<file path="src/rtl/seed_key_access_lockout_unit_defines.svh">
// ----------------------------------------------------------------------------
// Seed/key lockout assertion macros
// Shared concurrent assertion shorthands for the lockout unit.
// ----------------------------------------------------------------------------
`ifndef SEED_KEY_ACCESS_LOCKOUT_UNIT_DEFINES_SVH
`define SEED_KEY_ACCESS_LOCKOUT_UNIT_DEFINES_SVH

// same-cycle implication, disabled in reset
`define SKAL_ASSERT_IMP(lbl, clk, rst_n, ante, cons, msg) \
    lbl: assert property (@(posedge clk) disable iff (!rst_n) (ante) |-> (cons)) \
        else $error(msg);

// next-cycle implication, disabled in reset
`define SKAL_ASSERT_NXT(lbl, clk, rst_n, ante, cons, msg) \
    lbl: assert property (@(posedge clk) disable iff (!rst_n) (ante) |=> (cons)) \
        else $error(msg);

`endif

</file>
<file path="src/rtl/skal_pkg.sv">
// ----------------------------------------------------------------------------
// Seed/key lockout package
// Field widths, codes, reset values and shared structs.
// ----------------------------------------------------------------------------
package skal_pkg;

    localparam int OPCODE_W  = 3;
    localparam int TIME_W    = 32;
    localparam int SEED_W    = 32;
    localparam int KEY_LEN_W = 12;
    localparam int STATUS_W  = 3;
    localparam int COUNT_W   = 8;
    localparam int CFG_IDX_W = 2;
    localparam int CFG_DATA_W = 32;

    localparam int SEED_BYTES     = 4;
    localparam int SEED_BYTES_USE = (SEED_BYTES >= 4) ? 4 : SEED_BYTES;
    localparam logic [SEED_W-1:0] SEED_MASK =
        SEED_W'((64'd1 << (SEED_BYTES_USE * 8)) - 64'd1);

    localparam logic [KEY_LEN_W-1:0] MAX_KEY_BYTES = KEY_LEN_W'(64);

    localparam logic [COUNT_W-1:0] MAX_FAILURES_RST = COUNT_W'(3);
    localparam logic [TIME_W-1:0]  LOCKOUT_MS_RST   = TIME_W'(5000);
    localparam logic [COUNT_W-1:0] COUNT_SAT        = {COUNT_W{1'b1}};

    typedef enum logic [OPCODE_W-1:0] {
        OP_REQ_SEED   = 3'd0,
        OP_SUBMIT_KEY = 3'd1,
        OP_POLL       = 3'd2,
        OP_CLEAR      = 3'd3,
        OP_STATUS     = 3'd4
    } op_t;

    typedef enum logic [STATUS_W-1:0] {
        ST_OK             = 3'd0,
        ST_INVALID_ARG    = 3'd1,
        ST_DELAY_ACTIVE   = 3'd2,
        ST_NO_ENTROPY     = 3'd3,
        ST_SEQUENCE_ERROR = 3'd4,
        ST_INVALID_KEY    = 3'd5,
        ST_EXCEEDED       = 3'd6
    } status_t;

    typedef enum logic [CFG_IDX_W-1:0] {
        CFG_MAX_FAILURES = 2'd0,
        CFG_LOCKOUT_MS   = 2'd1
    } cfg_idx_t;

    typedef struct packed {
        logic [COUNT_W-1:0] max_failures;
        logic [TIME_W-1:0]  lockout_ms;
    } cfg_t;

    typedef struct packed {
        logic [OPCODE_W-1:0]  opcode;
        logic [TIME_W-1:0]    now_time;
        logic [SEED_W-1:0]    fresh_seed;
        logic                 entropy_good;
        logic [KEY_LEN_W-1:0] key_length;
        logic                 key_verdict;
    } item_t;

    typedef struct packed {
        logic [STATUS_W-1:0] status_code;
        logic [SEED_W-1:0]   seed_out;
        logic                unlocked_now;
        logic [COUNT_W-1:0]  failure_count;
        logic [TIME_W-1:0]   remaining_delay;
    } result_t;

    typedef struct packed {
        logic               is_unlocked;
        logic               seed_present;
        logic [SEED_W-1:0]  stored_seed;
        logic [COUNT_W-1:0] fail_counter;
        logic [TIME_W-1:0]  lockout_deadline;
    } state_t;

endpackage

</file>
<file path="src/rtl/skal_ifs.sv">
// ----------------------------------------------------------------------------
// Seed/key lockout channel interfaces
// Valid/ready request and response channels.
// ----------------------------------------------------------------------------
interface skal_req_if
    import skal_pkg::*;
();
    logic                 valid;
    logic                 ready;
    logic [OPCODE_W-1:0]  opcode;
    logic [TIME_W-1:0]    now_time;
    logic [SEED_W-1:0]    fresh_seed;
    logic                 entropy_good;
    logic [KEY_LEN_W-1:0] key_length;
    logic                 key_verdict;

    modport source (
        output valid, opcode, now_time, fresh_seed, entropy_good, key_length,
               key_verdict,
        input  ready
    );
    modport sink (
        input  valid, opcode, now_time, fresh_seed, entropy_good, key_length,
               key_verdict,
        output ready
    );
endinterface

interface skal_rsp_if
    import skal_pkg::*;
();
    logic                valid;
    logic                ready;
    logic [STATUS_W-1:0] status_code;
    logic [SEED_W-1:0]   seed_out;
    logic                unlocked_now;
    logic [COUNT_W-1:0]  failure_count;
    logic [TIME_W-1:0]   remaining_delay;

    modport source (
        output valid, status_code, seed_out, unlocked_now, failure_count,
               remaining_delay,
        input  ready
    );
    modport sink (
        input  valid, status_code, seed_out, unlocked_now, failure_count,
               remaining_delay,
        output ready
    );
endinterface

</file>
<file path="src/rtl/seed_key_access_lockout_unit.sv">
// ----------------------------------------------------------------------------
// Seed/key access lockout unit
// Seed-and-key unlock sequencer with failure count and timed lockout.
// ----------------------------------------------------------------------------
//   channel  | dir | handshake     | word
//   ---------+-----+---------------+-------------------------------------------
//   req      | in  | valid / ready | opcode, time, seed candidate, key info
//   rsp      | out | valid / ready | status, seed, unlock, count, delay left
//   cfg      | in  | cfg_we        | register index and write data
//
// Request accept to response valid: input register, one pass through the step
// logic, response register. One word per cycle sustained without response
// stalls. Lockout state updates when a word moves from the input to the
// response register. A stalled response holds; the input register still takes
// one word behind it. Reset clears state and loads default configuration.
// ----------------------------------------------------------------------------
`include "seed_key_access_lockout_unit_defines.svh"

module seed_key_access_lockout_unit
    import skal_pkg::*;
(
    input  logic                  clk,
    input  logic                  rst_n,
    input  logic                  cfg_we,
    input  logic [CFG_IDX_W-1:0]  cfg_index,
    input  logic [CFG_DATA_W-1:0] cfg_data,
    skal_req_if.sink              req,
    skal_rsp_if.source            rsp
);

    cfg_t    cfg;
    state_t  state_reg;
    state_t  state_next;
    item_t   stg_item_reg;
    logic    stg_valid_reg;
    logic    stg_valid_next;
    result_t out_res_reg;
    result_t step_res;
    logic    out_valid_reg;
    logic    out_valid_next;
    logic    req_fire;
    logic    adv;

    skal_cfg_regs u_cfg (
        .clk       (clk),
        .rst_n     (rst_n),
        .cfg_we    (cfg_we),
        .cfg_index (cfg_index),
        .cfg_data  (cfg_data),
        .cfg       (cfg)
    );

    skal_step u_step (
        .cfg     (cfg),
        .st      (state_reg),
        .item    (stg_item_reg),
        .st_next (state_next),
        .res     (step_res)
    );

    assign adv       = stg_valid_reg && (!out_valid_reg || rsp.ready);
    assign req.ready = !stg_valid_reg || adv;
    assign req_fire  = req.valid && req.ready;

    assign stg_valid_next = req_fire ? 1'b1 : (adv ? 1'b0 : stg_valid_reg);
    assign out_valid_next = adv ? 1'b1 : (rsp.ready ? 1'b0 : out_valid_reg);

    always_ff @(posedge clk or negedge rst_n)
    begin
        if (!rst_n)
        begin
            stg_valid_reg <= 1'b0;
            out_valid_reg <= 1'b0;
            state_reg     <= '0;
        end
        else
        begin
            stg_valid_reg <= stg_valid_next;
            out_valid_reg <= out_valid_next;
            if (adv)
                state_reg <= state_next;
        end
    end

    always_ff @(posedge clk)
    begin
        if (req_fire)
        begin
            stg_item_reg.opcode       <= req.opcode;
            stg_item_reg.now_time     <= req.now_time;
            stg_item_reg.fresh_seed   <= req.fresh_seed;
            stg_item_reg.entropy_good <= req.entropy_good;
            stg_item_reg.key_length   <= req.key_length;
            stg_item_reg.key_verdict  <= req.key_verdict;
        end
        if (adv)
            out_res_reg <= step_res;
    end

    assign rsp.valid           = out_valid_reg;
    assign rsp.status_code     = out_res_reg.status_code;
    assign rsp.seed_out        = out_res_reg.seed_out;
    assign rsp.unlocked_now    = out_res_reg.unlocked_now;
    assign rsp.failure_count   = out_res_reg.failure_count;
    assign rsp.remaining_delay = out_res_reg.remaining_delay;

    `SKAL_ASSERT_IMP(a_ready_only_on_full_stall, clk, rst_n, !req.ready,
        stg_valid_reg && out_valid_reg && !rsp.ready, "request blocked without full stall")

    `SKAL_ASSERT_NXT(a_state_holds_when_idle, clk, rst_n, !adv,
        $stable(state_reg), "lockout state changed with no word processed")

    `SKAL_ASSERT_NXT(a_rsp_tracks_state, clk, rst_n, adv,
        out_valid_reg && (out_res_reg.unlocked_now == state_reg.is_unlocked) &&
        (out_res_reg.failure_count == state_reg.fail_counter),
        "response word does not match updated state")

    `SKAL_ASSERT_IMP(a_dropped_seed_is_zero, clk, rst_n, !state_reg.seed_present,
        state_reg.stored_seed == '0, "stale seed kept after drop")

endmodule

</file>
<file path="src/rtl/skal_cfg_regs.sv">
// ----------------------------------------------------------------------------
// Seed/key lockout configuration registers
// Failure limit and lockout length, written through a plain write port.
// ----------------------------------------------------------------------------
module skal_cfg_regs
    import skal_pkg::*;
(
    input  logic                  clk,
    input  logic                  rst_n,
    input  logic                  cfg_we,
    input  logic [CFG_IDX_W-1:0]  cfg_index,
    input  logic [CFG_DATA_W-1:0] cfg_data,
    output cfg_t                  cfg
);

    logic [COUNT_W-1:0] max_failures_reg;
    logic [TIME_W-1:0]  lockout_ms_reg;

    always_ff @(posedge clk or negedge rst_n)
    begin
        if (!rst_n)
        begin
            max_failures_reg <= MAX_FAILURES_RST;
            lockout_ms_reg   <= LOCKOUT_MS_RST;
        end
        else if (cfg_we)
        begin
            case (cfg_index)
                CFG_MAX_FAILURES: max_failures_reg <= cfg_data[COUNT_W-1:0];
                CFG_LOCKOUT_MS:   lockout_ms_reg   <= cfg_data[TIME_W-1:0];
                default:          ;
            endcase
        end
    end

    assign cfg.max_failures = max_failures_reg;
    assign cfg.lockout_ms   = lockout_ms_reg;

endmodule

</file>
<file path="src/rtl/skal_step.sv">
// ----------------------------------------------------------------------------
// Seed/key lockout step logic
// Next state and result word for one operation, purely combinational.
// ----------------------------------------------------------------------------
module skal_step
    import skal_pkg::*;
(
    input  cfg_t    cfg,
    input  state_t  st,
    input  item_t   item,
    output state_t  st_next,
    output result_t res
);

    logic [COUNT_W-1:0] limit;
    logic [TIME_W-1:0]  due_diff;
    logic               due_reached;
    logic               does_expire;
    logic [COUNT_W-1:0] fc_exp;
    logic               locked_exp;
    logic [SEED_W-1:0]  cand;
    logic [COUNT_W-1:0] fc_inc;
    logic               key_len_bad;
    logic [TIME_W-1:0]  fin_diff;
    logic               fin_locked;

    // zero limit behaves as one
    assign limit = (cfg.max_failures == '0) ? COUNT_W'(1) : cfg.max_failures;

    // wrapping time compare: reached when (now - due) is non-negative
    assign due_diff    = item.now_time - st.lockout_deadline;
    assign due_reached = !due_diff[TIME_W-1];

    assign does_expire = (item.opcode == OP_REQ_SEED || item.opcode == OP_SUBMIT_KEY ||
                          item.opcode == OP_POLL) &&
                         (st.fail_counter >= limit) && due_reached;
    assign fc_exp      = does_expire ? '0 : st.fail_counter;
    assign locked_exp  = (fc_exp >= limit);

    assign cand        = item.fresh_seed & SEED_MASK;
    assign fc_inc      = (fc_exp != COUNT_SAT) ? fc_exp + COUNT_W'(1) : fc_exp;
    assign key_len_bad = (item.key_length == '0) || (item.key_length > MAX_KEY_BYTES);

    always_comb
    begin
        st_next              = st;
        st_next.fail_counter = fc_exp;
        res.status_code      = ST_OK;
        res.seed_out         = '0;
        case (item.opcode)
            OP_REQ_SEED:
            begin
                if (locked_exp)
                    res.status_code = ST_DELAY_ACTIVE;
                else if (!st.is_unlocked)
                begin
                    st_next.stored_seed  = '0;
                    st_next.seed_present = 1'b0;
                    if (!item.entropy_good || cand == '0)
                        res.status_code = ST_NO_ENTROPY;
                    else
                    begin
                        st_next.stored_seed  = cand;
                        st_next.seed_present = 1'b1;
                        res.seed_out         = cand;
                    end
                end
            end
            OP_SUBMIT_KEY:
            begin
                if (locked_exp)
                    res.status_code = ST_DELAY_ACTIVE;
                else if (key_len_bad)
                    res.status_code = ST_INVALID_ARG;
                else if (!st.seed_present)
                    res.status_code = ST_SEQUENCE_ERROR;
                else
                begin
                    st_next.stored_seed  = '0;
                    st_next.seed_present = 1'b0;
                    if (item.key_verdict)
                    begin
                        st_next.fail_counter = '0;
                        st_next.is_unlocked  = 1'b1;
                    end
                    else
                    begin
                        st_next.fail_counter = fc_inc;
                        if (fc_inc >= limit)
                        begin
                            st_next.lockout_deadline = item.now_time + cfg.lockout_ms;
                            res.status_code          = ST_EXCEEDED;
                        end
                        else
                            res.status_code = ST_INVALID_KEY;
                    end
                end
            end
            OP_POLL:
            begin
            end
            OP_CLEAR:
            begin
                st_next.is_unlocked  = 1'b0;
                st_next.stored_seed  = '0;
                st_next.seed_present = 1'b0;
            end
            OP_STATUS:
            begin
            end
            default:
            begin
                res.status_code = ST_INVALID_ARG;
            end
        endcase

        // remaining delay is taken against the post-step deadline
        fin_diff   = item.now_time - st_next.lockout_deadline;
        fin_locked = (st_next.fail_counter >= limit);

        res.unlocked_now    = st_next.is_unlocked;
        res.failure_count   = st_next.fail_counter;
        res.remaining_delay = (fin_locked && fin_diff[TIME_W-1]) ?
                              (st_next.lockout_deadline - item.now_time) : '0;
    end

endmodule
</file>
<file path="src/flat_wrapper.sv">
// flat-port wrapper written by rule: the top's interface ports become plain ports
module seed_key_access_lockout_unit_flat import skal_pkg::*;
  (clk, rst_n, cfg_we, cfg_index, cfg_data, req_valid, req_opcode, req_now_time, req_fresh_seed, req_entropy_good, req_key_length, req_key_verdict, req_ready, rsp_valid, rsp_status_code, rsp_seed_out, rsp_unlocked_now, rsp_failure_count, rsp_remaining_delay, rsp_ready);
  skal_req_if req_i ();
  skal_rsp_if rsp_i ();
  input  logic clk;
  input  logic rst_n;
  input  logic cfg_we;
  input  logic [CFG_IDX_W-1:0] cfg_index;
  input  logic [CFG_DATA_W-1:0] cfg_data;
  input wire logic [$bits(req_i.valid)-1:0] req_valid;
  input wire logic [$bits(req_i.opcode)-1:0] req_opcode;
  input wire logic [$bits(req_i.now_time)-1:0] req_now_time;
  input wire logic [$bits(req_i.fresh_seed)-1:0] req_fresh_seed;
  input wire logic [$bits(req_i.entropy_good)-1:0] req_entropy_good;
  input wire logic [$bits(req_i.key_length)-1:0] req_key_length;
  input wire logic [$bits(req_i.key_verdict)-1:0] req_key_verdict;
  output wire logic [$bits(req_i.ready)-1:0] req_ready;
  output wire logic [$bits(rsp_i.valid)-1:0] rsp_valid;
  output wire logic [$bits(rsp_i.status_code)-1:0] rsp_status_code;
  output wire logic [$bits(rsp_i.seed_out)-1:0] rsp_seed_out;
  output wire logic [$bits(rsp_i.unlocked_now)-1:0] rsp_unlocked_now;
  output wire logic [$bits(rsp_i.failure_count)-1:0] rsp_failure_count;
  output wire logic [$bits(rsp_i.remaining_delay)-1:0] rsp_remaining_delay;
  input wire logic [$bits(rsp_i.ready)-1:0] rsp_ready;
  assign req_i.valid = req_valid;
  assign req_i.opcode = req_opcode;
  assign req_i.now_time = req_now_time;
  assign req_i.fresh_seed = req_fresh_seed;
  assign req_i.entropy_good = req_entropy_good;
  assign req_i.key_length = req_key_length;
  assign req_i.key_verdict = req_key_verdict;
  assign req_ready = req_i.ready;
  assign rsp_valid = rsp_i.valid;
  assign rsp_status_code = rsp_i.status_code;
  assign rsp_seed_out = rsp_i.seed_out;
  assign rsp_unlocked_now = rsp_i.unlocked_now;
  assign rsp_failure_count = rsp_i.failure_count;
  assign rsp_remaining_delay = rsp_i.remaining_delay;
  assign rsp_i.ready = rsp_ready;
  seed_key_access_lockout_unit u_core (.clk(clk), .rst_n(rst_n), .cfg_we(cfg_we), .cfg_index(cfg_index), .cfg_data(cfg_data), .req(req_i), .rsp(rsp_i));
endmodule
</file>
<file path="config.mk">
export PLATFORM = sky130hd
export DESIGN_NAME = seed_key_access_lockout_unit_flat
export DESIGN_NICKNAME = d
export VERILOG_FILES = /design/src/rtl/skal_pkg.sv /design/src/rtl/skal_ifs.sv /design/src/rtl/seed_key_access_lockout_unit.sv /design/src/rtl/skal_cfg_regs.sv /design/src/rtl/skal_step.sv /design/src/flat_wrapper.sv
export VERILOG_INCLUDE_DIRS = /design/src /design/src/rtl
export SDC_FILE = /design/constraint.sdc
export NUM_CORES = 1
export LEC_CHECK = 0
export BUFFER_PORTS_ARGS = -buffer_cell sky130_fd_sc_hd__clkbuf_2
export CAP_MARGIN = 30
export CELL_PAD_IN_SITES_DETAIL_PLACEMENT = 1
export CELL_PAD_IN_SITES_GLOBAL_PLACEMENT = 1
export CORE_UTILIZATION = 50
export DETAILED_ROUTE_END_ITERATION = 6
export PLACE_DENSITY = 0.84
export SLEW_MARGIN = 20
export SYNTH_ARGS = -nofsm -noshare
export SYNTH_HDL_FRONTEND = slang
export SYNTH_SLANG_ARGS = --single-unit
</file>
<file path="constraint.sdc">
create_clock -name clk -period 24.4 [get_ports clk]
set_clock_uncertainty 0.05 [all_clocks]
set_input_delay 1.22 -clock clk [delete_from_list [all_inputs] [get_ports clk]]
set_output_delay 1.22 -clock clk [all_outputs]
set_load 0.005 [all_outputs]
</file>
* Yosys cells after proc, flatten, opt, wreduce, memory -nomap -nowiden
Index checks and enable logic that the tools add are counted.
** Operators by class
- Add/sub/neg operators :: 5
- $lt $le $gt $ge :: 5
- Equal/unequal tests :: 10
- Muxes and demuxes :: 30
- Bitwise logic cells :: 1
- Reductions and logical operators :: 28
** Operator list (count)
- 74-bit 2-to-1 mux :: 3
- 33-bit 2-to-1 mux :: 3
- 33-bit one-hot mux with 3 select lines :: 1
- 32-bit 2-to-1 mux :: 3
- 32-bit subtractor :: 3
- 40-bit 2-to-1 mux :: 1
- 35-bit 2-to-1 mux :: 1
- 32-bit adder :: 1
- 8-bit >= comparator :: 4
- 32-bit zero test :: 1
- 8-bit 2-to-1 mux :: 4
- 3-bit 2-to-1 mux :: 5
- 12-bit by 7-bit > comparator with 1-bit output (second input constant) :: 1
- 12-bit zero test :: 1
- 3-bit one-hot mux with 3 select lines :: 1
- 8-bit by 1-bit adder with 8-bit output (second input constant) :: 1
- 8-bit zero test :: 1
- 2-bit inequality test (second input constant) :: 4
- 8-bit inequality test (second input constant) :: 1
- 3-bit by 2-bit equality test with 1-bit output (second input constant) :: 2
- 1-bit logical OR :: 6
- 6-bit AND reduction :: 1
- 1-bit logical AND :: 5
- 1-bit 2-to-1 mux :: 5
- 14 further kinds :: 20
** Storage, ports and cells
- Register bits :: 241
- Input port bits :: 120
- Output and inout bits :: 78
- Logic and storage cells :: 98

* Longest topological paths before layout
- Depth after elaboration :: 17
- Mapped depth :: 45
- Depth with buffers taken out :: 40

* Hierarchy
A second synthesis with hierarchy kept.
** Unflattened totals
- Cell total of the unflattened synthesis :: 1441
- Area total of the unflattened synthesis :: 16432.0 um^2
** By module, submodules not included
- seed_key_access_lockout_unit :: instances 1, cells each 322, area each 7813.7 um^2, seq. area each 6616.3 um^2
- skal_step :: instances 1, cells each 1034, area each 7073.0 um^2, seq. area each 0.0 um^2
- skal_cfg_regs :: instances 1, cells each 85, area each 1545.2 um^2, seq. area each 1009.7 um^2

* Worst setup path before layout
OpenSTA, ideal clock, no wires.
- Kind :: register to register
- Start point :: reg u_core.u_cfg.max_failures_reg[4]
- End point :: reg u_core.out_res_reg, in the netlist u_core.rsp.remaining_delay[21], data pin
- Library setup time :: 0.254 ns
- Arrival time :: 8.112 ns
- Data required time :: 24.096 ns
- Setup slack :: 15.984 ns
- Stages on the path, launching flop included :: 43
- Path buffers :: 5
- Clock period less this slack :: 8.416 ns
- Cell sequence :: dfrtp_1 -> nor4_1 -> a41o_1 -> ha_1 -> nand2b_1 -> a21o_1 -> a21o_1 -> a21o_1 -> a21oi_1 -> a2bb2oi_1 -> a21oi_1 -> and2_1 -> clkbuf_1 -> nor2_1 -> ha_1 -> and3_1 -> clkbuf_1 -> and3_1 -> (+7 left out) -> o21ai_0 -> o41a_1 -> nand2b_1 -> clkbuf_1 -> clkbuf_1 -> a21oi_1 -> inv_1 -> ha_1 -> a21o_1 -> or3_1 -> o21ai_0 -> o311ai_1 -> a31o_1 -> a2111o_1 -> a31o_1 -> a21oi_1 -> xor2_1 -> nor2_1
** RTL lines
- start, declared :: RTL line skal_cfg_regs.sv:16 : logic [COUNT_W-1:0] max_failures_reg;
- start signal, assigned :: RTL line skal_cfg_regs.sv:29 : CFG_MAX_FAILURES: max_failures_reg <= cfg_data[COUNT_W-1:0];
- end signal, assigned :: RTL line seed_key_access_lockout_unit.sv:97 : out_res_reg <= step_res;
- end, declared :: RTL line seed_key_access_lockout_unit.sv:37 : result_t out_res_reg;

* Worst setup path in the final report
- Start point :: reg u_core.stg_item_reg[56] (netlist name)
- End point :: reg u_core.out_res_reg, in the netlist u_core.rsp.remaining_delay[24], data pin
** Between the ends
- Longest elaborated chain between the ends :: 15
- Elaborated cells between the ends (all ways) :: 21
- Those cells by class :: add/sub (5); order compare (3); eq/ne (1); mux (9); reduce/logical (3)
** RTL lines
- start, declared :: RTL line seed_key_access_lockout_unit.sv:34 : item_t stg_item_reg;
- 32-bit subtractor :: RTL line skal_step.sv:31 : assign due_diff = item.now_time - st.lockout_deadline;
- 1-bit zero test :: RTL line skal_step.sv:32 : assign due_reached = !due_diff[TIME_W-1];
- 1-bit logical AND :: RTL line skal_step.sv:36 : (st.fail_counter >= limit) && due_reached;
- 8-bit 2-to-1 mux :: RTL line skal_step.sv:37 : assign fc_exp = does_expire ? '0 : st.fail_counter;
- 8-bit by 1-bit adder with 8-bit output or 8-bit inequality test (tied branches) :: RTL line skal_step.sv:41 : assign fc_inc = (fc_exp != COUNT_SAT) ? fc_exp + COUNT_W'(1) : fc_exp;
- 8-bit 2-to-1 mux :: RTL line skal_step.sv:41
- 8-bit >= comparator :: RTL line skal_step.sv:89 : if (fc_inc >= limit)
- 32-bit 2-to-1 mux :: RTL line skal_step.sv:89
- 32-bit 2-to-1 mux :: RTL line skal_step.sv:81 : if (item.key_verdict)
- 74-bit 2-to-1 mux :: RTL line skal_step.sv:75 : else if (!st.seed_present)
- 74-bit 2-to-1 mux :: RTL line skal_step.sv:73 : else if (key_len_bad)
- 74-bit 2-to-1 mux :: RTL line skal_step.sv:71 : if (locked_exp)
- 40-bit 2-to-1 mux :: RTL line skal_step.sv:50 : case (item.opcode)
- 32-bit subtractor :: RTL line skal_step.sv:118 : fin_diff = item.now_time - st_next.lockout_deadline;
- 1-bit logical AND :: RTL line skal_step.sv:123 : res.remaining_delay = (fin_locked && fin_diff[TIME_W-1]) ?
Several ways; a longest one is shown, not always the timed one. The select of a mux whose other input is x is not followed.
A chain may end at the register's enable or synchronous reset.

==> impl_metrics.py <==
metrics = {
    "power_and_ir_drop": {
        "powerDensity_nw_per_um2": 68.3,
        "power_leakage_nw": 7.75,
        "vdd_drop_max_mv": 0.0638,
    },
    "synthesis": {
        "synth-edff-count": 157,
        "avgSynthCellArea_um2": 10.6,
        "async_reset_ff_share_pct": 34.9,
        "synth_common_cells": "edfxtp_1, ha_1, inv_1",
        "ys_seq_area_share_pct": 46.7,
        "synth_flop_cell": "edfxtp_1",
        "synth-warning-count": 0,
        "netlist_area_um2": 14600,
        "yosys.area.top_type_share_pct": 32.2,
        "syn_inst": 1377,
        "post-synth-top-count-cell": "edfxtp_1",
        "ys_types": 79,
        "ys_ff_latch": 241,
        "synth.net_count": 1655,
        "synth_area_leaders": "edfxtp_1, ha_1, dfrtp_1",
        "synth_top_area_cell": "edfxtp_1",
    },
    "finish": {
        "final_cells": 1984,
        "fin_nets": 1857,
        "largest_reg_flops": 81,
        "diodes": 0,
        "fill_cells": 3162,
        "drive_gt1_share_pct": 20.4,
        "utilization_pct": 59.3,
        "syn_to_final_growth_pct": 16.4,
    },
    "critical_path": {
        "worst-path-buf-inv": 1,
        "crit_fanout": 18,
        "crit_path_start_kind": "flip-flop",
        "cp_data_required_time_ns": 24.64,
        "cp_top_family": "compound AO/OA/AOI/OAI gates",
        "crit_top_cell": "o21ai_0",
        "critPathArrivalTime_ns": 10.77,
        "endpoint_kind": "flip-flop",
        "critical_path_class": "reg -> reg",
        "cp_slowest_cell": "o31ai_2",
        "max_stage_delay_ns": 0.69,
    },
    "sta": {
        "worst_pin_slew_ns": 0.873,
        "period_needed_ns": 10.53,
        "slew_headroom_pct": 41.8,
        "hold_viol": 0,
        "fmax_ghz": 0.0949,
        "finalCritPeriodShare_pct": 43.2,
        "final-setup-viol-count": 0,
        "tns_ns": 0,
        "fin_ws_ns": 13.87,
        "slew_viol_final": 0,
        "whs_ns": 0.461,
        "rsz0062_at_grt": "no",
    },
    "floorplanning": {
        "die_w_um": 173,
        "ios": 198,
        "start_util_pct": 50.9,
        "die_area_um2": 29900,
        "die_h_um": 173,
        "coreArea_um2": 28700,
        "num_rows": 62,
    },
    "route": {
        "wl_met3_um": 1620,
        "dr_wl_met2_um": 21700,
        "drc": 0,
        "num_vias": 11491,
        "ant_nets": 0,
        "wl_met1_um": 16900,
        "wirelength_um": 41400,
        "first_pass_iters": 4,
        "drt_iter0_markers": 595,
        "top_layer": "met4",
        "vias_per_cell": 5.79,
        "wire_per_inst_um": 20.9,
    },
    "clock_tree": {
        "root_buffer": "clkbuf_16",
        "cts_tree": "yes",
        "cts_setup_buffers": 0,
        "clock_path_buffers": 3,
        "cts_hold_buf": 0,
        "clock-sinks": 241,
        "cts_resized": 0,
        "cts_buffers": 27,
        "cts.htree.levels": 1,
        "clk_pin_slew_ns": 0.06,
        "worstSkewPairLatency_ns": 0.57,
    },
    "run_status": {
        "status": "finished, final reports clean",
    },
    "place": {
        "io_buffers": 197,
        "dp.cells": 1933,
        "place_congestion": 0.920,
        "dp_worst_setup_slack_ns": 13.96,
        "dpl.hpwl_um": 30700,
    },
    "global_route": {
        "antenna_found_initial": 0,
        "grt_overflow": 0,
        "grt_max_degree": 61,
        "first_global_vias": 12402,
        "groute.usage.overall_pct": 27.8,
        "grt_first_pass_wirelength_um": 66300,
    },
    "min_path": {
        "min_path_type": "reg -> reg",
    },
    "flow_run": {
        "drv_cap": 0,
    },
}
routing by layer:
metal	vias up	track usage [%]
li1	5398	-
met1	5721	33.1
met2	298	51.8
met3	74	3.25
met4	0	9.22
met5	-	0
through the flow:
stage / area (um^2) / power (mW)
final: 17000 / 1.16
after global routing: 17000 / 1.21
after CTS: 17000 / 1.17
after detailed placement: 16000 / 0.730
after global placement: 16000 / 0.716
after floorplan: 14600 / 0.650
report_power, final:
group | switching, mW | internal (mW) | leakage (nW)
Sequential | 0.0231 | 0.473 | 2.60
Combinational | 0.133 | 0.0964 | 4.69
Clock | 0.175 | 0.261 | 0.453
Total | 0.332 | 0.831 | 7.75
area by class of cell:
class                           instances  area (um^2)  share of cell area [%]
Clock buffer                           33          708                    4.16
Clock inverter                         17          241                    1.42
Sequential cell                       241         6830                    40.1
Multi-Input combinational cell        982         7210                    42.4
Inverter                              118          444                    2.61
Tap cell                              384          480                    2.82
Timing Repair Buffer                  209         1110                    6.53
worst paths after layout:
kind,from,to,slack (ns),depth (start not counted)
hold reg to reg,u_core.state_reg[13],u_core.state_reg[13],0.46,2
hold / removal,u_core.state_reg[13],u_core.state_reg[13],0.46,2
setup / recovery,u_core.stg_item_reg[56],u_core.rsp.remaining_delay[24],13.87,37
setup reg to reg,u_core.stg_item_reg[56],u_core.rsp.remaining_delay[24],13.87,37
min in group asynchronous,rst_n,u_core.u_cfg.lockout_ms_reg[24],0.51,1
max in group asynchronous,rst_n,u_core.state_reg[18],22.63,2
cells in the final DEF (no fill, tap or decap), types with 12 or more instances in the layout:
master     Yosys  layout
a211oi_1      15      15
a21o_1        51      51
a21oi_1       84      84
and2_1        43      42
and3_1        21      21
clkbuf_16      0      27
clkbuf_2       0     196
dfrtp_1       77      77
edfxtp_1     157     157
ha_1         156     156
inv_1        116     116
mux2_2        48      48
nand2_1       79      79
nand2b_1      19      19
nand3_1       22      22
nor2_1        92      92
nor3_1        25      25
nor4_1        15      15
o21a_1        12      12
o21ai_0       92      92
xnor2_1       32      32
xor2_1        23      23
worst min-delay path, cell delays in order (launching register included):
cell and delay (ns):
dfrtp_1 0.36, nand2_1 0.05, o21ai_0 0.06
logic make-up after synthesis:
family	count (synthesis)	synth area share, %
AO/OA/AOI/OAI	346	15.4
XOR/XNOR	55	3.29
adder cells (fa/ha/maj)	158	13.6
buffers and inverters	154	4.04
flip-flops	241	46.7
multiplexers	60	4.53
AND/OR/NAND/NOR	363	12.4
No activity file was read; power rests on OpenSTA's default activity.
